## src/rtl/core/lpht_pkg.sv

```systemverilog
// Shared types and constants for the linear probing hash table.
`default_nettype none

package lpht_pkg;

    localparam int KeyW    = 16;
    localparam int ValueW  = 32;
    localparam int SizeW   = 8;
    localparam int StatusW = 2;
    localparam int SlotW   = 7;
    localparam int ProbeW  = 8;
    localparam int StepW   = $clog2(KeyW);

    localparam logic [SizeW-1:0] SizeReset = 8'd128;

    localparam logic KIND_INSERT = 1'b0;
    localparam logic KIND_LOOKUP = 1'b1;

    localparam logic [StatusW-1:0] ST_INSERTED  = 2'd0;
    localparam logic [StatusW-1:0] ST_FOUND     = 2'd1;
    localparam logic [StatusW-1:0] ST_NOT_FOUND = 2'd2;
    localparam logic [StatusW-1:0] ST_FULL      = 2'd3;

    typedef enum logic [2:0] {
        S_IDLE,
        S_DIV,
        S_READ,
        S_CHECK,
        S_EMIT
    } t_state;

    typedef struct packed {
        logic              valid;
        logic [KeyW-1:0]   key;
        logic [ValueW-1:0] value;
    } t_store_rd;

endpackage

`default_nettype wire

```

## src/rtl/core/lpht_divider.sv

```systemverilog
// Bit-serial restoring remainder unit: key modulo table size, one bit per cycle.
`default_nettype none

module lpht_divider (
    input  wire                        i_clk,
    input  wire                        i_rst_n,
    input  wire                        i_start,
    input  wire [lpht_pkg::KeyW-1:0]   i_dividend,
    input  wire [lpht_pkg::SizeW-1:0]  i_divisor,
    output logic                       o_done,
    output logic [lpht_pkg::SizeW-1:0] o_remainder
);
    import lpht_pkg::*;

    logic               r_busy;
    logic               r_done;
    logic [StepW-1:0]   r_count;
    logic [SizeW-1:0]   r_rem;
    logic [KeyW-1:0]    r_dvd;

    logic [SizeW:0]     w_shift;
    logic [SizeW:0]     w_div_ext;
    logic               w_ge;
    logic [SizeW-1:0]   n_rem;

    // Bring down the next dividend bit and subtract the divisor when it fits.
    assign w_shift   = {r_rem, r_dvd[KeyW-1]};
    assign w_div_ext = {1'b0, i_divisor};
    assign w_ge      = (w_shift >= w_div_ext);
    assign n_rem     = w_ge ? SizeW'(w_shift - w_div_ext) : w_shift[SizeW-1:0];

    always_ff @(posedge i_clk) begin
        if (!i_rst_n) begin
            r_busy  <= 1'b0;
            r_done  <= 1'b0;
            r_count <= '0;
        end else begin
            r_done <= 1'b0;
            if (i_start) begin
                r_busy  <= 1'b1;
                r_count <= '0;
            end else if (r_busy) begin
                r_count <= StepW'(r_count + 1'b1);
                if (r_count == StepW'(KeyW - 1)) begin
                    r_busy <= 1'b0;
                    r_done <= 1'b1;
                end
            end
        end
    end

    always_ff @(posedge i_clk) begin
        if (i_start) begin
            r_rem <= '0;
            r_dvd <= i_dividend;
        end else if (r_busy) begin
            r_rem <= n_rem;
            r_dvd <= {r_dvd[KeyW-2:0], 1'b0};
        end
    end

    assign o_done      = r_done;
    assign o_remainder = r_rem;

    a_rem_below_divisor: assert property (@(posedge i_clk) disable iff (!i_rst_n)
        o_done |-> (o_remainder < i_divisor))
        else $error("remainder not below divisor");

    a_done_after_busy: assert property (@(posedge i_clk) disable iff (!i_rst_n)
        o_done |-> $past(r_busy))
        else $error("done without a running division");

    a_start_only_idle: assert property (@(posedge i_clk) disable iff (!i_rst_n)
        i_start |-> !r_busy)
        else $error("division restarted while running");

endmodule

`default_nettype wire

```

## config.mk

```make
export PLATFORM = sky130hd
export DESIGN_NAME = lpht_divider
export DESIGN_NICKNAME = d
export VERILOG_FILES = /design/src/rtl/core/lpht_pkg.sv /design/src/rtl/core/lpht_divider.sv
export SDC_FILE = /design/constraint.sdc
export NUM_CORES = 1
export LEC_CHECK = 0
export ABC_CLOCK_PERIOD_IN_PS = 2800
export BUFFER_PORTS_ARGS = -buffer_cell sky130_fd_sc_hd__buf_4
export CAP_MARGIN = 40
export CORE_MARGIN = 5
export CORE_UTILIZATION = 54
export CTS_CLUSTER_DIAMETER = 200
export CTS_CLUSTER_SIZE = 24
export DETAILED_ROUTE_END_ITERATION = 10
export HOLD_SLACK_MARGIN = 0.02
export PLACE_DENSITY_LB_ADDON = 0.2
export SETUP_SLACK_MARGIN = 0.15
export SLEW_MARGIN = 20
export SYNTH_ARGS = -nofsm -noshare
export SYNTH_HDL_FRONTEND = slang
export SYNTH_SLANG_ARGS = --single-unit
```

## constraint.sdc

```tcl
create_clock -name i_clk -period 2.8 [get_ports i_clk]
set_input_delay 0.56 -clock i_clk [delete_from_list [all_inputs] [get_ports i_clk]]
set_output_delay 0.56 -clock i_clk [all_outputs]
set_load 0.02 [all_outputs]
```

==> metrics.md, run 1 <==
| Metric | Value |
|---|---|
| Global route total overflow | 0 |
| Hold/Removal Path Class | in2reg |
| Number of warnings issued by yosys | 0 |
| Outcome | complete, no violations |
| Fin crit share | 76.97% |
| Avg Inst Size Synth | 10.24 um^2 |
| Final routed DRC violation total | 0 |
| Diode count | 0 |
| Worst setup EP type | register |
| Overall die area | 4415 um^2 |
| Worst clock skew | 0.01041 ns |
| Fraction of final layout cells sized beyond drive strength 1 | 29.13% |
| CTS Root Cell | sky130_fd_sc_hd__clkbuf_4 |
| Sequential-to-total area share from yosys stat | 44.22% |
| Reg2Reg Setup Slack | 0.64 ns |
| Layout area overhead | 20.51% |
| Global routing usage summed across all routing layers | 17.62% |
| Placeable Area | 3053 um^2 |
| Pin count of the biggest net entering global routing | 27 |
| Clock Latency Late Sink | 0.33 ns |
| Fin Setup TNS | 0 ns |
| Wire per inst | 14.18 um |
| Critical Path AT | 2.40 ns |
| Highest Clock Rate | 0.4640 GHz |
| Number of max-cap violations | 0 |
| Y dimension of the die | 66.45 um |
| Synthesized Nets | 205 |
| Initial standard-cell utilization of the core | 56.35% |
| Maximum fanout encountered on the critical timing path | 3 |
| Transition at the pin with the smallest max-transition slack | 0.6614 ns |
| Number of buffers inserted by port buffering | 35 |
| Headroom to the max-slew limit | 55.80% |
| Post-synth cell types | 44 |
| Final critical delay including setup and external delays | 2.155 ns |
| Via/cell ratio | 5.544 |
| Setup repair after global routing missed its margin | no |
| Hold violation total from the final report | 0 |
| Site Rows | 20 |
| DRT Pass-1 Iters | 4 |
| Global-route wire length before repair | 5913 um |
| Routed Wire Length | 3544 um |
| Worst setup path class | reg2reg |
| Launching element type of the critical path | register |
| Number of buffers created by CTS | 5 |
| Antenna Violating Nets Remaining | 0 |
| Fraction of post-synthesis cell area in the top cell type by area | 27.93% |
| Die width | 66.45 um |
| Count of mapped cells out of synthesis | 168 |
| Vias in the first global route | 1408 |
| Total of flip-flops plus latches after synthesis | 30 |
| Post-route setup slack | 0.6448 ns |
| Final Max Tran Viols | 0 |
| CTS H-Tree Depth | 2 |
| Via count | 1386 |
| Register clock-pin slew on the reported worst setup and hold paths | 0.09 ns |
| Top-level I/O count | 36 |
| Post-placement worst setup slack | 0.3457 ns |
| Sinks on Clock Net | 30 |
| Leak Pwr | 0.0008823 uW |
| Setup bufs post-CTS | 0 |
| Antenna violations before repair | 0 |
| Crit path required time | 3.05 ns |
| Post-CTS sizing | 0 |
| Number of nets in the finished design | 242 |
| Starting DRT DRC Count | 84 |
| Total half-perimeter wirelength after legalization and detailed placement | 2692 um |
| Total of endpoints with negative setup slack in the final report | 0 |
| Power per standard cell area | 500.8 nW/um^2 |
| Final design instance area without fill | 2073 um^2 |
| Gp weighted congestion | 0.7969 |
| Worst vdd rail ir drop | 0.3272 mV |
| Leading cell types by total area after synthesis | sky130_fd_sc_hd__edfxtp_1, sky130_fd_sc_hd__dfxtp_1, sky130_fd_sc_hd__mux2_2 |
| Library cell with the largest summed area after synthesis | sky130_fd_sc_hd__edfxtp_1 |
| Post-Syn Area | 1720 um^2 |
| Overall power consumption | 1038 uW |
| CTS Buffer Depth | 2 |
| Post-DP Area | 2024 um^2 |
| TritonCTS clock tree | built |
| Hold buffer count at CTS | 0 |
[cells by family after synthesis]
family / synth area share, %
AO/OA/AOI/OAI: 16.36
XOR/XNOR: 3.055
adder cells (fa/ha/maj): 7.709
buffers and inverters: 4.727
flip-flops: 44.22
multiplexers: 10.40
AND/OR/NAND/NOR: 13.53
[metal layers]
layer,track usage (%),routed length [um]
met1,20.81,1537
met2,29.99,1727
met3,3.401,205
met4,9.137,74
met5,0,0
[flip-flops by register name (all words and copies together), names as in the netlist]
register,cells
r_dvd,16
r_busy,1
o_done,1
o_remainder,8
r_count,4
[cell usage in the layout, fill, tap and decap left out, drive strengths merged, types with 3 or more instances in the layout]
cell type / n
dfxtp: 14
xnor2: 4
nand2b: 4
nand3: 8
edfxtp: 16
a31oi: 3
nand2: 7
inv: 13
mux2: 15
a311oi: 5
a21oi: 5
ha: 9
o21ai: 10
a21o: 3
nor2: 14
clkbuf: 8
buf: 37
[cell type report]
class                           count  area, um^2
Clock buffer                        8       48.80
Multi-Input combinational cell    117       878.3
Sequential cell                    30       760.7
Inverter                           14       52.55
Timing Repair Buffer               37       277.8
Fill cell                         260       979.7
Tap cell                           44       55.05
[worst max-delay path: stages, from the launching register on]
cell,delay [ns]
sky130_fd_sc_hd__edfxtp_1,0.37
sky130_fd_sc_hd__inv_1,0.05
sky130_fd_sc_hd__ha_1,0.21
sky130_fd_sc_hd__fa_1,0.40
sky130_fd_sc_hd__nand2b_1,0.19
sky130_fd_sc_hd__a2111o_1,0.36
sky130_fd_sc_hd__o311ai_0,0.09
sky130_fd_sc_hd__o21ai_0,0.15
sky130_fd_sc_hd__a311oi_1,0.26
[stage by stage]
stage	hold slack (ns)	util, %	cells
finish	0.4319	67.91	250
global route	0.4344	67.91	250
CTS	0.4165	67.91	250
detailed placement	0.4726	66.31	242
global placement	0.4594	66.31	242
floorplan	0.4391	-	168
[synth_stat cells, drive strengths merged]
cell and n:
a2111o 2, a211oi 2, a21o 3, a21oi 5
a311oi 5, a31o 1, a31oi 3, and2 1
and3 2, buf 3, clkbuf 4, clkinv 1
dfxtp 14, edfxtp 16, fa 1, ha 9
inv 13, mux2 15, mux2i 1, nand2 7
nand2b 4, nand3 8, nand3b 2, nand4 1
nor2 14, nor2b 1, nor3 2, nor3b 2
nor4 1, o211a 1, o21a 2, o21ai 10
o221ai 1, o311a 1, o311ai 2, o41ai 1
or3 1, xnor2 4, xor2 2
[power by group]
group,leakage [uW],switching [uW],internal [uW]
logic,0.000580,143,128
registers,0.000276,20.9,506
clock network,0.0000265,140,99.8
[worst paths after layout]
path,start,endpoint,cells past startpoint
setup reg to reg,r_dvd[15],o_remainder[6],8
setup / recovery,r_dvd[15],o_remainder[6],8
hold / removal,i_rst_n,r_busy,2
hold reg to reg,r_count[3],o_done,2
Note: power is estimated with default switching activity, not from simulation.
==> run 2, diff against run 1 <==
--- a/config.mk
+++ b/config.mk
@@ -5,7 +5,7 @@
 export SDC_FILE = /design/constraint.sdc
 export NUM_CORES = 1
 export LEC_CHECK = 0
-export ABC_CLOCK_PERIOD_IN_PS = 2800
+export ABC_CLOCK_PERIOD_IN_PS = 2200
 export BUFFER_PORTS_ARGS = -buffer_cell sky130_fd_sc_hd__buf_4
 export CAP_MARGIN = 40
 export CORE_MARGIN = 5
==> constraint.sdc (replaced) <==
create_clock -name i_clk -period 2.2 [get_ports i_clk]
set_input_delay 0.44 -clock i_clk [delete_from_list [all_inputs] [get_ports i_clk]]
set_output_delay 0.44 -clock i_clk [all_outputs]
set_load 0.02 [all_outputs]
==> run 2 against run 1 <==
Against the previous run:
- fmax grew 6.7%
- combinational power grew 49%
- sequential power grew 28%
- sequential cell count is the same
==> metrics.md, run 2 (synthesis gave the netlist of run 1 again) <==
| Metric | Value |
|---|---|
| Setup repair after global routing missed its margin | yes (was no) |
| Clock Latency Late Sink | 0.32 ns (was 0.33 ns) |
| TritonCTS clock tree | built (unchanged) |
| Global routing usage summed across all routing layers | 18.73% (was 17.62%) |
| Via/cell ratio | 5.716 (was 5.544) |
| Sequential power share | 47.7% (was 50.8%) |
| Die width | 66.45 um (unchanged) |
| Outcome | complete, no violations (unchanged) |
| Y dimension of the die | 66.45 um (unchanged) |
| CTS Root Cell | sky130_fd_sc_hd__clkbuf_4 (unchanged) |
| Highest Clock Rate | 0.4949 GHz (was 0.4640 GHz) |
| Worst setup EP type | register (unchanged) |
| Gp weighted congestion | 0.8437 (was 0.7969) |
| Vias in the first global route | 1458 (was 1408) |
| Utilization of the core after routing | 72.50% (was 67.91%) |
| Worst-path cell chain | inv_2 -> ha_4 -> fa_2 -> nand2b_4 -> a2111o_1 -> o311ai_1 -> o21ai_1 -> a311oi_1 (was inv_1 -> ha_1 -> fa_1 -> nand2b_1 -> a2111o_1 -> o311ai_0 -> o21ai_0 -> a311oi_1) |
| CTS H-Tree Depth | 2 (unchanged) |
| Final routed DRC violation total | 0 (unchanged) |
| DRT Pass-1 Iters | 4 (unchanged) |
| Sequential standard cell area | 762.0 um^2 (was 760.7 um^2) |
| Starting DRT DRC Count | 81 (was 84) |
| Number of nets in the finished design | 253 (was 242) |
| Top-level I/O count | 36 (unchanged) |
| Pin count of the biggest net entering global routing | 27 (unchanged) |
| Final Max Tran Viols | 0 (unchanged) |
| Antenna violations before repair | 0 (unchanged) |
| Slowest CP cell | sky130_fd_sc_hd__edfxtp_1 (was sky130_fd_sc_hd__fa_1) |
| Fin crit share | 91.85% (was 76.97%) |
| Total half-perimeter wirelength after legalization and detailed placement | 2824 um (was 2692 um) |
| Global-route wire length before repair | 6334 um (was 5913 um) |
| Largest Register | r_dvd (unchanged) |
| Post-route setup slack | 0.1793 ns (was 0.6448 ns) |
| Final critical delay including setup and external delays | 2.021 ns (was 2.155 ns) |
| Transition at the pin with the smallest max-transition slack | 0.3193 ns (was 0.6614 ns) |
| P_sw | 410.8 uW (was 304.2 uW) |
| Number of buffers created by CTS | 5 (unchanged) |
| Post-placement worst setup slack | -0.01888 ns (was 0.3457 ns) |
| Flip-flop count of the largest register after layout | 16 (unchanged) |
| Number of buffers inserted by port buffering | 35 (unchanged) |
| Maximum fanout encountered on the critical timing path | 2 (was 3) |
| Crit path required time | 2.44 ns (was 3.05 ns) |
| Most common cell after layout, fill and taps aside | sky130_fd_sc_hd__buf_4 (unchanged) |
| Overall die area | 4415 um^2 (unchanged) |
| Placeable Area | 3053 um^2 (unchanged) |
| Launching element type of the critical path | register (unchanged) |
| Fill cell total of the finished layout | 254 (was 260) |
| Global route total overflow | 0 (unchanged) |
| Worst path max stage delay | 0.41 ns (was 0.40 ns) |
| Reg2Reg Setup Slack | 0.18 ns (was 0.64 ns) |
| Clock network fraction of total power | 23.7% (was 23.1%) |
| Via count | 1492 (was 1386) |
| Sinks on Clock Net | 30 (unchanged) |
| Wire per inst | 15.25 um (was 14.18 um) |
| Fraction of final layout cells sized beyond drive strength 1 | 38.25% (was 29.13%) |
| Critical Path AT | 2.26 ns (was 2.40 ns) |
| Area used by multi-input combinational logic | 924.6 um^2 (was 878.3 um^2) |
| Antenna Violating Nets Remaining | 0 (unchanged) |
| Register clock-pin slew on the reported worst setup and hold paths | 0.09 ns (about the same) |
| Site Rows | 20 (unchanged) |
| Overall power consumption | 1412 uW (was 1038 uW) |
| Hold/Removal Path Class | in2reg (unchanged) |
| CTS Buffer Depth | 2 (unchanged) |
| Share of total power in combinational logic | 28.6% (was 26.1%) |
| Worst clock skew | 0.008391 ns (was 0.01041 ns) |
| Headroom to the max-slew limit | 78.49% (was 55.80%) |
| Total of endpoints with negative setup slack in the final report | 0 (unchanged) |
| Commonest cells after routing, fill and taps aside | sky130_fd_sc_hd__buf_4, sky130_fd_sc_hd__edfxtp_1, sky130_fd_sc_hd__mux2_2 (unchanged) |
| Number of max-cap violations | 0 (unchanged) |
| Worst vdd rail ir drop | 0.5294 mV (was 0.3272 mV) |
| Routed Wire Length | 3979 um (was 3544 um) |
| Switching share of total power | 29.10% (was 29.30%) |
| Hold violation total from the final report | 0 (unchanged) |
| Diode count | 0 (unchanged) |
| Leak Pwr | 0.0009528 uW (was 0.0008823 uW) |
| Power per standard cell area | 637.9 nW/um^2 (was 500.8 nW/um^2) |
| P_int | 1001 uW (was 734.1 uW) |
| Layout area overhead | 28.65% (was 20.51%) |
| Initial standard-cell utilization of the core | 56.35% (unchanged) |
| Worst setup path class | reg2reg (unchanged) |
==> run 2: area by class of cell <==
type | instances | area share [%]
clock buffer | 8 | 2.657
inverter | 14 | 2.374
multi-input combinational | 117 | 41.78
sequential | 30 | 34.43
tap | 44 | 2.487
timing repair buffer | 48 | 16.28
==> run 2: power groups by stage <==
stage	clock network, uW	registers (uW)	logic (uW)
after floorplan	0	692	227
after global placement	0	682	353
after detailed placement	0	686	364
after CTS	344	673	381
after global routing	374	679	438
final	335	674	403
==> run 2: repair_timing <==
action,4_1_cts,5_1_grt
setup buffers,3,2
hold buffers,0,0
cloned,0,0
pin swaps,3,3
gates resized for setup,4,7
endpoints found under the setup margin,1,8
==> run 2: worst max-delay path, delay by kind of cell, from the launching register on <==
family                   cells  cell delay (ns)
AO/OA/AOI/OAI                4             0.82
adder cells (fa/ha/maj)      2             0.50
flip-flops                   1             0.41
AND/OR/NAND/NOR              1             0.15
buffers and inverters        1             0.06
==> run 2: per-stage QoR <==
| step | cell area, um^2 | setup TNS [ns] | hold WS (ns) | std cells |
|---|---|---|---|---|
| final | 2213 | 0 | 0.3297 | 261 |
| after global routing | 2213 | 0 | 0.3178 | 261 |
| after floorplan | 1730 | 0 | 0.4391 | 168 |
| after global placement | 2079 | 0 | 0.4618 | 248 |
| after detailed placement | 2079 | -0.01888 | 0.4531 | 248 |
| after CTS | 2173 | 0 | 0.3151 | 259 |
==> run 2: per-layer routing <==
layer / routed length [um] / track usage [%] / up-vias
li1: - / - / 718
met5: 0 / 0 / -
met2: 2068 / 34.82 / 35
met4: 44 / 4.061 / 0
met3: 200 / 5.102 / 8
met1: 1665 / 21.05 / 731
==> run 2: final timing paths <==
| kind | end | startpoint | depth (start not counted) |
|---|---|---|---|
| min reg2reg | o_done | r_count[3] | 2 |
| min | r_busy | i_rst_n | 2 |
| max | o_remainder[6] | r_dvd[15] | 8 |
| max reg2reg | o_remainder[6] | r_dvd[15] | 8 |
